`src/hdl/scbpa_pkg.sv`:
```
// shared constants, types and helpers for the size class block pool allocator
package scbpa_pkg;

    localparam int NUM_CLASSES      = 9;
    localparam int BLOCKS_PER_CLASS = 64;
    localparam int MIN_BLOCK_BYTES  = 32;
    localparam int HEAP_LIMIT       = 8192;
    localparam int FALLBACK_LIMIT   = 4096;

    localparam int SIZE_W = 16;
    localparam int CLS_W  = 4;
    localparam int IDX_W  = 6;
    localparam int CNT_W  = 7;
    localparam int ST_W   = 3;

    localparam int POOL_DEPTH = NUM_CLASSES * BLOCKS_PER_CLASS;
    localparam int ADDR_W     = $clog2(POOL_DEPTH);

    typedef enum logic [0:0] {
        KIND_ALLOC,
        KIND_FREE
    } t_kind;

    typedef enum logic [ST_W-1:0] {
        ST_ALLOC,
        ST_FREED,
        ST_ZERO,
        ST_HEAP,
        ST_EXHAUST,
        ST_DOUBLE,
        ST_BADCLASS
    } t_status;

    typedef struct packed {
        t_kind             kind;
        logic [SIZE_W-1:0] req_size;
        logic [CLS_W-1:0]  free_class;
        logic [IDX_W-1:0]  free_index;
    } t_request;

    typedef struct packed {
        t_status          status;
        logic [CLS_W-1:0] block_class;
        logic [IDX_W-1:0] pool_slot;
        logic [CNT_W-1:0] idle_left;
    } t_result;

    // classified command handed from the front end to the pool engine
    typedef enum logic [1:0] {
        OP_ALLOC,
        OP_FREE,
        OP_REPORT
    } t_op;

    typedef struct packed {
        t_op              op;
        t_status          status;
        logic [CLS_W-1:0] cls;
        logic [IDX_W-1:0] idx;
        logic             fb_ok;
    } t_cmd;

    typedef enum logic [1:0] {
        BK_CLEAR,
        BK_IDLE,
        BK_ACCESS
    } t_bk_state;

    function automatic logic [ADDR_W-1:0] pool_addr(input logic [CLS_W-1:0] cls,
                                                    input logic [IDX_W-1:0] idx);
        return ADDR_W'(cls) * ADDR_W'(BLOCKS_PER_CLASS) + ADDR_W'(idx);
    endfunction

endpackage

```
`src/hdl/scbpa_front.sv`:
```
// request front end: classifies requests and queues them for the pool engine
module scbpa_front (
    input  logic                i_clk,
    input  logic                i_rst_n,
    input  logic                i_push,
    output logic                o_full,
    input  scbpa_pkg::t_request i_req,
    input  logic                i_busy,
    output logic                o_cmd_valid,
    output scbpa_pkg::t_cmd     o_cmd,
    input  logic                i_cmd_pop
);

    scbpa_pkg::t_cmd                r_q [2];
    logic                           r_wptr;
    logic                           r_rptr;
    logic [1:0]                     r_cnt;
    scbpa_pkg::t_cmd                n_cmd;
    logic [scbpa_pkg::CLS_W-1:0]    first_cls;
    logic                           found;
    logic                           do_push;
    logic                           do_pop;

    // smallest class whose block size holds the request
    always_comb begin
        first_cls = '0;
        found     = 1'b0;
        for (int c = scbpa_pkg::NUM_CLASSES - 1; c >= 0; c--) begin
            if ((32'(scbpa_pkg::MIN_BLOCK_BYTES) << c) >= 32'(i_req.req_size)) begin
                first_cls = scbpa_pkg::CLS_W'(c);
                found     = 1'b1;
            end
        end
    end

    always_comb begin
        n_cmd        = '0;
        n_cmd.op     = scbpa_pkg::OP_REPORT;
        n_cmd.status = scbpa_pkg::ST_ZERO;
        if (i_req.kind == scbpa_pkg::KIND_FREE) begin
            n_cmd.cls = i_req.free_class;
            n_cmd.idx = i_req.free_index;
            if (32'(i_req.free_class) >= 32'(scbpa_pkg::NUM_CLASSES) ||
                32'(i_req.free_index) >= 32'(scbpa_pkg::BLOCKS_PER_CLASS)) begin
                n_cmd.status = scbpa_pkg::ST_BADCLASS;
            end else begin
                n_cmd.op = scbpa_pkg::OP_FREE;
            end
        end else if (i_req.req_size == '0) begin
            n_cmd.status = scbpa_pkg::ST_ZERO;
        end else if (32'(i_req.req_size) > 32'(scbpa_pkg::HEAP_LIMIT)) begin
            n_cmd.status = scbpa_pkg::ST_HEAP;
        end else if (!found) begin
            n_cmd.status = scbpa_pkg::ST_EXHAUST;
        end else begin
            n_cmd.op    = scbpa_pkg::OP_ALLOC;
            n_cmd.cls   = first_cls;
            n_cmd.fb_ok = (32'(i_req.req_size) <= 32'(scbpa_pkg::FALLBACK_LIMIT)) &&
                          (32'(first_cls) + 32'd1 < 32'(scbpa_pkg::NUM_CLASSES));
        end
    end

    assign o_full      = (r_cnt == 2'd2) || i_busy;
    assign do_push     = i_push && !o_full;
    assign do_pop      = i_cmd_pop && (r_cnt != 2'd0);
    assign o_cmd_valid = (r_cnt != 2'd0);
    assign o_cmd       = r_q[r_rptr];

    always_ff @(posedge i_clk) begin
        if (!i_rst_n) begin
            r_wptr <= 1'b0;
            r_rptr <= 1'b0;
            r_cnt  <= 2'd0;
        end else begin
            if (do_push) begin
                r_wptr <= ~r_wptr;
            end
            if (do_pop) begin
                r_rptr <= ~r_rptr;
            end
            case ({do_push, do_pop})
                2'b10:   r_cnt <= r_cnt + 2'd1;
                2'b01:   r_cnt <= r_cnt - 2'd1;
                default: r_cnt <= r_cnt;
            endcase
        end
    end

    always_ff @(posedge i_clk) begin
        if (do_push) begin
            r_q[r_wptr] <= n_cmd;
        end
    end

endmodule

```
`config.mk`:
```
export PLATFORM = sky130hd
export DESIGN_NAME = scbpa_front
export DESIGN_NICKNAME = d
export VERILOG_FILES = /design/src/hdl/scbpa_pkg.sv /design/src/hdl/scbpa_front.sv
export SDC_FILE = /design/constraint.sdc
export NUM_CORES = 1
export LEC_CHECK = 0
export BUFFER_PORTS_ARGS = -buffer_cell sky130_fd_sc_hd__buf_2
export CAP_MARGIN = 20
export CORE_MARGIN = 4
export CORE_UTILIZATION = 48
export DETAILED_ROUTE_END_ITERATION = 10
export PLACE_DENSITY = 0.74
export RECOVER_POWER = 100
export SLEW_MARGIN = 15
export SYNTH_ARGS = -nofsm -noshare
export SYNTH_HDL_FRONTEND = slang
export SYNTH_SLANG_ARGS = --single-unit
```
`constraint.sdc`:
```
create_clock -name i_clk -period 4.95 [get_ports i_clk]
set_input_delay 0.2475 -clock i_clk [delete_from_list [all_inputs] [get_ports i_clk]]
set_output_delay 0.2475 -clock i_clk [all_outputs]
set_load 0.05 [all_outputs]
```
==> results.sh <==
export IMPL_outcome="finished clean"
export IMPL_floorplan_io_pins=50
export IMPL_critPathLaunchType="input pin"
export IMPL_io_buffers=49
export IMPL_die_y_microns=69.57
export IMPL_cell_accounting_for_the_most_synthesized_area="sky130_fd_sc_hd__edfxtp_1"
export IMPL_clk_latency_ns=0.27
export IMPL_finalCoreUtilization=0.5936
export IMPL_core_rowCount=22
export IMPL_antenna_found_initial=0
export IMPL_finalHoldViolations=0
export IMPL_crit_path_end_kind="flop"
export IMPL_max_slew_margin_rel=0.3877
export IMPL_critical_path_required_ns=4.97
export IMPL_fmax_mhz=359.6
export IMPL_route_antenna_remaining_nets=0
export IMPL_crit_type="input pin to flop"
export IMPL_postCtsResizedCells=0
export IMPL_power_density_mw_per_mm2=419.9
export IMPL_class_of_the_tightest_hold_or_removal_check="input pin to flop"
export IMPL_synth_async_reset_ratio=0
export IMPL_netlist_instances=139
export IMPL_remaining_routing_drc_violations=0
export IMPL_avgRoutedWirePerCell_microns=13.54
export IMPL_finalSetupViolCount=0
export IMPL_final_setup_skew_ns=0.003585
export IMPL_antenna_cells=0
export IMPL_final_design_area_no_fill_sq_mm=0.002173
export IMPL_cts_setup_buffers=0
export IMPL_synth_enable_flop_cells=32
export IMPL_cts_sink_count=37
export IMPL_tritoncts_clock_tree="done"
export IMPL_totalWireLength_microns=3290
export IMPL_initial_core_util=0.4969
export IMPL_place_gp_congestion=1.071
export IMPL_hpwl_microns=2493
export IMPL_arrival_ns=2.80
export IMPL_ys_warn_count=0
export IMPL_initialDrtViolationCount=21
export IMPL_synth_cell_type_count=43
export IMPL_rsz0062_at_grt="no"
export IMPL_synthesis_area_per_instance_sq_um=13.09
export IMPL_timing_setup_tns_ns=0
export IMPL_coreArea_sq_mm=0.003661
export IMPL_p_leak_nw=0.7693
export IMPL_synth_top_flop_cell="sky130_fd_sc_hd__edfxtp_1"
export IMPL_timing_max_cap_violations=0
export IMPL_post_route_min_period_ns=2.781
export IMPL_post_cts_hold_buffer_count=0
export IMPL_synth_top_cells_by_area="sky130_fd_sc_hd__edfxtp_1, sky130_fd_sc_hd__mux2_2, sky130_fd_sc_hd__dfxtp_1"
export IMPL_clock_root_buffer="sky130_fd_sc_hd__clkbuf_8"
export IMPL_tightest_slew_ns=0.9185
export IMPL_whs_ns=0.2341
export IMPL_layout_worst_path_cycle_share=0.5618
export IMPL_1st_pass_router_iterations=4
export IMPL_drive_above_1_share=0.3026
export IMPL_grt_overflow=0
export IMPL_synth_sequential_area_ratio=0.5832
export IMPL_synth_largest_type_area_fraction=0.5282
export IMPL_placement_cell_area_sq_mm=0.002125
export IMPL_postSynthRegisterBits=37
export IMPL_avgViaCountPerCell=5.272
export IMPL_first_global_vias=1316
export IMPL_final_max_slew_viol_count=0
export IMPL_h_tree_depth=2
export IMPL_numCtsBuffers=5
export IMPL_die_width_microns=69.57
export IMPL_grt_max_degree=17
export IMPL_num_nets_final=228
export IMPL_post_layout_total_power_uw=912.6
export IMPL_grt_usage=0.1397
export IMPL_clk_path_buf_depth=2
export IMPL_grt_pass1_wl_microns=5492
export IMPL_maximum_ir_drop_on_the_vdd_rail_mv=0.1632
export IMPL_clk_transition_reported_paths_ns=0.06
export IMPL_synthesis_area_sq_mm=0.001819
export IMPL_areaGrowthSynthToFinish_pct=19.46
export IMPL_die_area_sq_mm=0.004839
export IMPL_count_of_vias_placed_by_the_detailed_router=1281
export IMPL_largest_driver_fanout_on_the_critical_path=7
## report_power, final
part / internal [mW] / switching [mW]
Sequential: 0.373 / 0.0292
Clock: 0.0974 / 0.0946
Combinational: 0.0962 / 0.222
## layout make-up
cell class,count,area [sq um]
multi-input cells,94,721.9
repair buffers,50,225.2
fillers,308,1488
flip-flops and latches,37,1061
well taps,48,60.06
inverters,6,22.52
clock inverters,2,10.01
clock buffers,6,72.57
## Yosys cell counts (2+ instances only)
| library cell | instances |
|---|---|
| sky130_fd_sc_hd__ha_1 | 2 |
| sky130_fd_sc_hd__inv_1 | 6 |
| sky130_fd_sc_hd__or4_1 | 3 |
| sky130_fd_sc_hd__a21oi_1 | 4 |
| sky130_fd_sc_hd__nand4_1 | 2 |
| sky130_fd_sc_hd__and2_1 | 9 |
| sky130_fd_sc_hd__o21ai_0 | 4 |
| sky130_fd_sc_hd__xnor2_1 | 5 |
| sky130_fd_sc_hd__dfxtp_1 | 5 |
| sky130_fd_sc_hd__nor3_1 | 2 |
| sky130_fd_sc_hd__mux2_2 | 16 |
| sky130_fd_sc_hd__or3_1 | 2 |
| sky130_fd_sc_hd__clkbuf_1 | 2 |
| sky130_fd_sc_hd__nor4b_1 | 2 |
| sky130_fd_sc_hd__edfxtp_1 | 32 |
| sky130_fd_sc_hd__a21boi_0 | 2 |
| sky130_fd_sc_hd__nor2_1 | 6 |
| sky130_fd_sc_hd__nand2_1 | 5 |
| sky130_fd_sc_hd__nor4_2 | 2 |
| sky130_fd_sc_hd__nor2b_1 | 5 |
## worst paths after layout
path | from | to | slack, ns | cells after the start
max reg2reg | r_cnt[0]$_SDFFE_PN0P_ | r_q[0][7]$_DFFE_PP_ | 3.00 | 5
min | i_rst_n | r_wptr$_SDFFE_PN0P_ | 0.23 | 2
max | i_req[12] | r_q[1][0]$_DFFE_PP_ | 2.17 | 9
min reg2reg | r_cnt[1]$_SDFFE_PN0P_ | r_cnt[1]$_SDFFE_PN0P_ | 0.52 | 2
## flip-flops by register name (all words and copies together) (netlist names), named ones only
| signal | cells |
|---|---|
| r_q | 32 |
| r_rptr | 1 |
| r_cnt | 2 |
| r_wptr | 1 |
## per-stage QoR
stage / setup slack [ns] / std cells
2_1_floorplan: 2.502 / 140
6_report: 2.169 / 243
3_3_place_gp: 2.278 / 235
3_5_place_dp: 2.170 / 235
4_1_cts: 2.469 / 243
5_1_grt: 1.831 / 243
## cell usage in the layout, fill, tap and decap left out, types with 3 or more instances in the layout
cell and count:
sky130_fd_sc_hd__nand2_1 5, sky130_fd_sc_hd__clkbuf_1 21, sky130_fd_sc_hd__mux2_2 16, sky130_fd_sc_hd__or4_1 3, sky130_fd_sc_hd__xnor2_1 5, sky130_fd_sc_hd__o21ai_0 4
sky130_fd_sc_hd__and2_0 8, sky130_fd_sc_hd__inv_1 6, sky130_fd_sc_hd__buf_2 30, sky130_fd_sc_hd__clkbuf_8 5, sky130_fd_sc_hd__nor2b_1 5, sky130_fd_sc_hd__nor2_1 6
sky130_fd_sc_hd__a21oi_1 4, sky130_fd_sc_hd__dfxtp_1 5, sky130_fd_sc_hd__edfxtp_1 32
## logic make-up (layout without fill, tap and decap cells)
kind of cell,after synthesis,after routing,synth area share
buffers and inverters,9,64,0.01857
XOR/XNOR,5,5,0.02407
adder cells (fa/ha/maj),2,2,0.01375
multiplexers,16,16,0.09904
other,1,2,0.002061
flip-flops,37,37,0.5832
AO/OA/AOI/OAI,24,24,0.1032
AND/OR/NAND/NOR,45,45,0.1561
## critical path, stage by stage
cell                       delay, ns
sky130_fd_sc_hd__buf_2          0.10
sky130_fd_sc_hd__nor4_1         0.76
sky130_fd_sc_hd__nand3_1        0.29
sky130_fd_sc_hd__a2111o_1       0.49
sky130_fd_sc_hd__a21oi_1        0.19
sky130_fd_sc_hd__nor2_1         0.08
sky130_fd_sc_hd__ha_1           0.28
sky130_fd_sc_hd__nor2b_1        0.05
sky130_fd_sc_hd__o41a_1         0.31
## metal layers
layer,GRT usage,routed length [microns],share of wire,vias up
li1,-,-,-,639
met1,0.1606,1419,0.43,587
met2,0.2373,1607,0.49,51
met3,0.03333,221,0.067,4
met4,0.07809,42,0.013,0
met5,0,0,0,-
Note: power is estimated with default switching activity, not from simulation.
