File: config.mk
export PLATFORM = sky130hd
export DESIGN_NAME = scbpa_out
export DESIGN_NICKNAME = d
export VERILOG_FILES = /design/src/hdl/scbpa_pkg.sv /design/src/hdl/scbpa_out.sv
export SDC_FILE = /design/constraint.sdc
export NUM_CORES = 1
export LEC_CHECK = 0
export ABC_AREA = 1
export BUFFER_PORTS_ARGS = -buffer_cell sky130_fd_sc_hd__buf_4
export CAP_MARGIN = 25
export CORE_MARGIN = 8
export CORE_UTILIZATION = 32
export DETAILED_ROUTE_END_ITERATION = 10
export MAX_ROUTING_LAYER = met4
export PLACE_DENSITY = 0.55
export SYNTH_ARGS = -nofsm -noshare
export SYNTH_HDL_FRONTEND = slang
export SYNTH_SLANG_ARGS = --single-unit
export TNS_END_PERCENT = 100
File: constraint.sdc
create_clock -name i_clk -period 2.3 [get_ports i_clk]
set_input_delay 0.115 -clock i_clk [delete_from_list [all_inputs] [get_ports i_clk]]
set_output_delay 0.115 -clock i_clk [all_outputs]
set_load 0.02 [all_outputs]
File: src/hdl/scbpa_pkg.sv
// shared constants, types and helpers for the size class block pool allocator
package scbpa_pkg;

    localparam int NUM_CLASSES      = 9;
    localparam int BLOCKS_PER_CLASS = 64;
    localparam int MIN_BLOCK_BYTES  = 32;
    localparam int HEAP_LIMIT       = 8192;
    localparam int FALLBACK_LIMIT   = 4096;

    localparam int SIZE_W = 16;
    localparam int CLS_W  = 4;
    localparam int IDX_W  = 6;
    localparam int CNT_W  = 7;
    localparam int ST_W   = 3;

    localparam int POOL_DEPTH = NUM_CLASSES * BLOCKS_PER_CLASS;
    localparam int ADDR_W     = $clog2(POOL_DEPTH);

    typedef enum logic [0:0] {
        KIND_ALLOC,
        KIND_FREE
    } t_kind;

    typedef enum logic [ST_W-1:0] {
        ST_ALLOC,
        ST_FREED,
        ST_ZERO,
        ST_HEAP,
        ST_EXHAUST,
        ST_DOUBLE,
        ST_BADCLASS
    } t_status;

    typedef struct packed {
        t_kind             kind;
        logic [SIZE_W-1:0] req_size;
        logic [CLS_W-1:0]  free_class;
        logic [IDX_W-1:0]  free_index;
    } t_request;

    typedef struct packed {
        t_status          status;
        logic [CLS_W-1:0] block_class;
        logic [IDX_W-1:0] pool_slot;
        logic [CNT_W-1:0] idle_left;
    } t_result;

    // classified command handed from the front end to the pool engine
    typedef enum logic [1:0] {
        OP_ALLOC,
        OP_FREE,
        OP_REPORT
    } t_op;

    typedef struct packed {
        t_op              op;
        t_status          status;
        logic [CLS_W-1:0] cls;
        logic [IDX_W-1:0] idx;
        logic             fb_ok;
    } t_cmd;

    typedef enum logic [1:0] {
        BK_CLEAR,
        BK_IDLE,
        BK_ACCESS
    } t_bk_state;

    function automatic logic [ADDR_W-1:0] pool_addr(input logic [CLS_W-1:0] cls,
                                                    input logic [IDX_W-1:0] idx);
        return ADDR_W'(cls) * ADDR_W'(BLOCKS_PER_CLASS) + ADDR_W'(idx);
    endfunction

endpackage

File: src/hdl/scbpa_out.sv
// two-entry result queue in front of the result port
module scbpa_out (
    input  logic               i_clk,
    input  logic               i_rst_n,
    input  logic               i_res_push,
    input  scbpa_pkg::t_result i_res,
    output logic               o_q_full,
    output logic               o_empty,
    input  logic               i_pop,
    output scbpa_pkg::t_result o_res
);

    scbpa_pkg::t_result r_q [2];
    logic               r_wptr;
    logic               r_rptr;
    logic [1:0]         r_cnt;
    logic               do_push;
    logic               do_pop;

    assign o_q_full = (r_cnt == 2'd2);
    assign o_empty  = (r_cnt == 2'd0);
    assign do_push  = i_res_push && !o_q_full;
    assign do_pop   = i_pop && !o_empty;
    assign o_res    = r_q[r_rptr];

    always_ff @(posedge i_clk) begin
        if (!i_rst_n) begin
            r_wptr <= 1'b0;
            r_rptr <= 1'b0;
            r_cnt  <= 2'd0;
        end else begin
            if (do_push) begin
                r_wptr <= ~r_wptr;
            end
            if (do_pop) begin
                r_rptr <= ~r_rptr;
            end
            case ({do_push, do_pop})
                2'b10:   r_cnt <= r_cnt + 2'd1;
                2'b01:   r_cnt <= r_cnt - 2'd1;
                default: r_cnt <= r_cnt;
            endcase
        end
    end

    always_ff @(posedge i_clk) begin
        if (do_push) begin
            r_q[r_wptr] <= i_res;
        end
    end

endmodule
==> impl_results.md, run 1 <==
* # setup viols final at 0
* Die W at 89 um
* Hold Path Cell Cnt at 1
* M1 GR Usage at 9.598%
* Placement Cell Area at 2153 um^2
* CORE AREA at 5140 um^2
* Nets at between 150 and 200
* Num CTS Buffers at 5
* CP Depth at 3
* Max FO, Critical Path at 13
* Initial antenna violation count at 0
* Synth Warn # at 0
* Final Power at 2215 uW
* Post-Syn Area per Cell at 16.72 um^2
* Global-route layer with the greatest usage: met2
* # DRC at 0
* Max-cap violation count at 0
* Slew Viols, Final at 0
* CP Capture Type: primary output
* CTS tree: built
* Cells after synthesis at between 100 and 150
* Hold-fix buffers at CTS at 8
* Worst Path Buf+Inv at 2
* Share of layout cells above drive strength 1 at between 50% and 60%
* Fin crit share at 75.83%
* Met2 Use GR at 16.64%
* Initial core utilization at 33.18%
* Hold Slack at 0.01473 ns
* Final Critical Period at 1.744 ns
* H-tree Lvls at 2
* Mapped Area at 1705 um^2
* Reg clk slew, reported paths at 0.08 ns
* Slew @ Worst Pin at 0.3565 ns
* Port bufs at 45
* # rows at 26
* Cells on worst reg2reg path at 6
* Clock Skews at 0.007673 ns
* Initial DRC count at 28
* Register bit total from synthesis at 45
* Top cell family by delay on the critical path: flip-flops
* GRT Total Usage at under 10%
* Crit path top cell by count: buf_4
* Relative slew slack at 76.21%
* Fmax achieved at 573.4 MHz
* Max clock buf depth at 2
* Leak at 0.0009247 uW
* Crit path DAT at approximately 1.6 ns
* GRT Residual Overflow at 0
* Die area at 7921 um^2
* HP Class: in -> reg
* Wire length per cell at 14.29 um
* Outcome: finished, final reports clean
* Final WL at 3.372 mm
* Syn_nets at 127
* Vias per cell at between 4 and 5
* Final TNS setup at 0 ns
* First-pass GRT wire length at 5.395 mm
* Dpl ws at 0.7307 ns
* Largest net degree at the start of global routing at 16
* TritonRoute pass-1 iters at 4
* HPWL after detailed placement at about 2.5 mm
* Pwr Density at 938.3 nW/um^2
* Diode count at 0
* Endpoints failing hold at 0
* Maximum VDD drop at 0.0004429 V
* Antenna Nets Post-Route at 0
* Chip height at a little under 90 um
* Crit path cell chain: buf_4 -> mux2_2 -> buf_4
* Crit path max-delay cell type: dfxtp_1
* Gpl congestion at 0.6558
* Clock Sink Count at 45
* Io pins at 46
* Met3 Use GR at about 3%
* CP Class: reg -> out
* Finished Cell Area at 2361 um^2
* Clk root buf: clkbuf_8
* Clk Latency, worst-skew pair at 0.29 ns
* Max stage delay on crit path at roughly 0.53 ns
* Routed vias at 998
* Startpoint types: flop
* Vias in the first global route at approximately 1200
* Crit path required time at 2.18 ns
* Synth unique cells at 16
* RSZ-0062 raised after global routing: no
* Reg2Reg Setup Slack at ~0.75 ns
* Setup ws final at 0.5560 ns
* Postcts setup bufs at 0
* Seq/Total Area, Yosys at about 76%
* Synth-to-layout area growth at 38.44%
* Post-cts sizing count at 0
-- final timing paths --
path / endpoint / start
max reg2reg: r_q[1][16]$_DFFE_PP_ / r_cnt[1]$_SDFFE_PN0P_
max: o_res[5] / flop
min reg2reg: r_rptr$_SDFFE_PN0P_ / r_rptr$_SDFFE_PN0P_
min: r_q[1][1]$_DFFE_PP_ / i_res[1]
-- report_power, final --
part | total, uW | switching [uW] | internal (uW)
Combinational | 610 | 328 | 282
Sequential | 1040 | 41.5 | 998
Clock | 566 | 244 | 322
-- worst register-to-register path, delay by kind of cell (launching register included) --
kind | cells | cell delay [ns]
AND/OR/NAND/NOR | 3 | 0.25
flip-flops | 1 | 0.33
buffers and inverters | 3 | 0.66
-- cell usage in the layout (no fill, tap or decap), drive strengths merged, types with 5 or more instances in the layout --
| cell | instances |
|---|---|
| buf | 48 |
| edfxtp | 40 |
| mux2 | 20 |
| nor2 | 13 |
| dlygate4sd3 | 10 |
| inv | 9 |
| nand2 | 8 |
| clkbuf | 6 |
| dfxtp | 5 |
-- layout make-up --
type	instances	area, um^2
flip-flops and latches	45	1301
clock buffers	6	72.57
inverters	9	33.78
repair buffers	58	473.0
well taps	70	87.58
multi-input cells	46	357.8
clock inverters	2	35.03
fillers	488	2779
-- cells in the mapped netlist --
master | n | area, um^2
nor2_1 | 9 | 33.78
a21oi_1 | 1 | 5.000
buf_4 | 2 | 15.01
ha_1 | 1 | 12.51
dfxtp_1 | 5 | 100.1
edfxtp_1 | 40 | 1201
inv_2 | 2 | 7.510
nor2_4 | 1 | 11.26
o21ai_0 | 1 | 5.000
mux2_2 | 20 | 225.2
nand3_1 | 1 | 5.000
nor2_2 | 3 | 18.77
nand4_1 | 1 | 6.260
nand2_2 | 1 | 6.260
nand2_1 | 7 | 26.28
inv_1 | 7 | 26.28
-- per-stage QoR --
step / std cells / util (%)
floorplan: 102 / -
global placement: 218 / 41.89
detailed placement: 218 / 41.89
CTS: 234 / 45.55
global route: 236 / 45.93
finish: 236 / 45.93
-- logic make-up after synthesis --
group	after synthesis	share of synthesized area, %
AO/OA/AOI/OAI	2	0.5864
adder cells (fa/ha/maj)	1	0.7336
buffers and inverters	11	2.862
AND/OR/NAND/NOR	23	6.310
multiplexers	20	13.21
flip-flops	45	76.30
-- state kept, by name, indices dropped and copies added, names as in the netlist, named ones only --
name,flops
r_wptr,1
r_cnt,2
r_q,40
r_rptr,1
-- layer usage --
metal  part of all wire (%)  up-vias
met1                     40      474
met5                      0        -
met3                    5.5        4
li1                       -      489
met4                   0.86        0
met2                     53       31
No activity file was read; power rests on OpenSTA's default activity.
==> inputs of run 2 (changes only) <==
==> constraint.sdc (replaced) <==
create_clock -name i_clk -period 1.8 [get_ports i_clk]
set_input_delay 0.09 -clock i_clk [delete_from_list [all_inputs] [get_ports i_clk]]
set_output_delay 0.09 -clock i_clk [all_outputs]
set_load 0.02 [all_outputs]
==> impl_results.md, run 2 (same netlist as run 1, synthesis figures left out) <==
* Fin crit share at a little over four fifths
* Initial DRC count at 51
* TritonRoute pass-1 iters at 4
* Final Critical Period at between 1.5 and 2 ns
* Top flop regs: r_q: 40 flops, r_cnt: 2 flops
* Crit path required time at 1.71 ns
* Worst hold path startpoint: i_rst_n
* CORE AREA at 5140 um^2
* Vias in the first global route at 1178
* Reg clk slew, reported paths at about 0.070 ns
* Hold Path Cell Cnt at 3
* P_int at 1900 uW
* Maximum VDD drop at 0.0004987 V
* Initial core utilization at 33.18%
* Synth-to-layout area growth at 42.04%
* GRT Residual Overflow at 0
* RSZ-0062 raised after global routing: no
* Pwr Density at around 1100 nW/um^2
* Relative slew slack at 80.94%
* Comb power frac at between 20% and 30%
* Crit path DAT at 1.42 ns
* Hold Slack at 0.05893 ns
* FF-to-FF Start: r_cnt[0]$_SDFFE_PN0P_
* Antenna Nets Post-Route at 0
* Fmax achieved at 662.5 MHz
* HPWL after detailed placement at 2.200 mm
* Post-cts sizing count at 0
* Num CTS Buffers at 5
* R2R Path End: r_cnt[1]$_SDFFE_PN0P_
* GRT Total Usage at 9.156%
* Hold Path Sink: r_wptr$_SDFFE_PN0P_
* Reg with most FFs: r_q
* Startpoint types: flop
* Max clock buf depth at 2
* HP Class: in -> reg
* First-pass GRT wire length at 5.278 mm
* Gpl congestion at ~0.72
* Clk Latency, worst-skew pair at around 0.28 ns
* Cells on worst reg2reg path at 9
* # DRC at 0
* Die W at 89 um
* CP Class: reg -> out
* Nets at 200
* CTS tree: built
* Clock Sink Count at 45
* Largest net degree at the start of global routing at 21
* Vias per cell at about 4.1
* Initial antenna violation count at 0
* Clock share of power at 21.0%
* Slew Viols, Final at 0
* Flop pwr share at ~49%
* Diode count at 0
* Clk root buf: clkbuf_8
* Port bufs at 45
* # rows at 26
* Die area at 7921 um^2
* Outcome: finished, final reports clean
* Commonest cells after routing, fill and taps aside: 48 x buf_4, 40 x edfxtp_1, 20 x mux2_2, 20 x dlygate4sd3_1, 8 x nor2_1
* Wire length per cell at 13.36 um
* H-tree Lvls at 2
* Switching pwr at 764.0 uW
* Clock Skews at 0.001778 ns
* Reg2Reg Setup Slack at 0.40 ns
* Io pins at 46
* Endpoints failing hold at 0
* Max-cap violation count at 0
* Final TNS setup at 0 ns
* CP Capture Type: primary output
* # setup viols final at 0
* Max FO, Critical Path at 20
* Chip height at ~90 um
* Share of layout cells above drive strength 1 at a little under half
* Switching share of power at 28.68%
* Final WL at 3.286 mm
* Slew @ Worst Pin at 0.2859 ns
* Most common cell after layout, fill and taps aside: buf_4
* Routed vias at 1019
* Leak at around 0.00095 uW
* Max reg flops at 40
-- run 2: critical path, stage by stage, from the launching register on --
cell and delay, ns:
dfxtp_1 0.31, buf_4 0.27, mux2_2 0.38, buf_4 0.16
-- run 2: area by class of cell --
| type | instances | area, um^2 |
|---|---|---|
| Clock buffer | 5 | 68.82 |
| Clock inverter | 3 | 12.51 |
| Fill cell | 464 | 2718 |
| Inverter | 9 | 33.78 |
| Multi-Input combinational cell | 46 | 357.8 |
| Sequential cell | 45 | 1301 |
| Tap cell | 70 | 87.58 |
| Timing Repair Buffer | 68 | 560.5 |
-- run 2: metal layers --
metal | up-vias | GRT usage, % | part of all wire, %
li1 | 508 | - | -
met1 | 475 | 9.553 | 41
met2 | 29 | 15.50 | 50
met3 | 7 | 2.665 | 6.5
met4 | 0 | 4.532 | 2.6
met5 | - | - | 0
-- run 2: per-stage QoR --
stage               instances  worst slack (ns)  utilization (%)  area, um^2  power [uW]
floorplan                 102            0.2138                -        1708        1810
global placement          218            0.4767            41.65        2141        2088
detailed placement        218            0.4088            41.65        2141        2107
CTS                       246            0.2656            47.13        2422        2708
global route              246            0.2119            47.13        2422        2830
finish                    246            0.2907            47.13        2422        2664
-- run 2: how the worst max path moves through the flow --
stage,from,endpoint
2_1_floorplan,r_cnt[0]$_SDFFE_PN0P_,r_q[0][0]$_DFFE_PP_
3_3_place_gp,r_cnt[1]$_SDFFE_PN0P_,r_cnt[1]$_SDFFE_PN0P_
3_5_place_dp,r_cnt[1]$_SDFFE_PN0P_,r_cnt[1]$_SDFFE_PN0P_
4_1_cts,flop,o_res[6]
5_1_grt,r_cnt[1]$_SDFFE_PN0P_,r_cnt[1]$_SDFFE_PN0P_
6_report,flop,o_res[17]
-- run 2: power by group through the flow --
| stage | logic (uW) | clock network, uW | registers (uW) |
|---|---|---|---|
| global placement | 755 | 0 | 1330 |
| floorplan | 480 | 0 | 1330 |
| CTS | 804 | 586 | 1320 |
| finish | 788 | 559 | 1320 |
| global route | 861 | 640 | 1330 |
| detailed placement | 766 | 0 | 1340 |
-- run 2: timing repair --
| action | CTS | global route |
|---|---|---|
| buffers inserted | 0 | 0 |
| endpoints found under the hold margin | 40 | 0 |
| hold buffers | 20 | 0 |
| endpoints found under the setup margin | 0 | 0 |
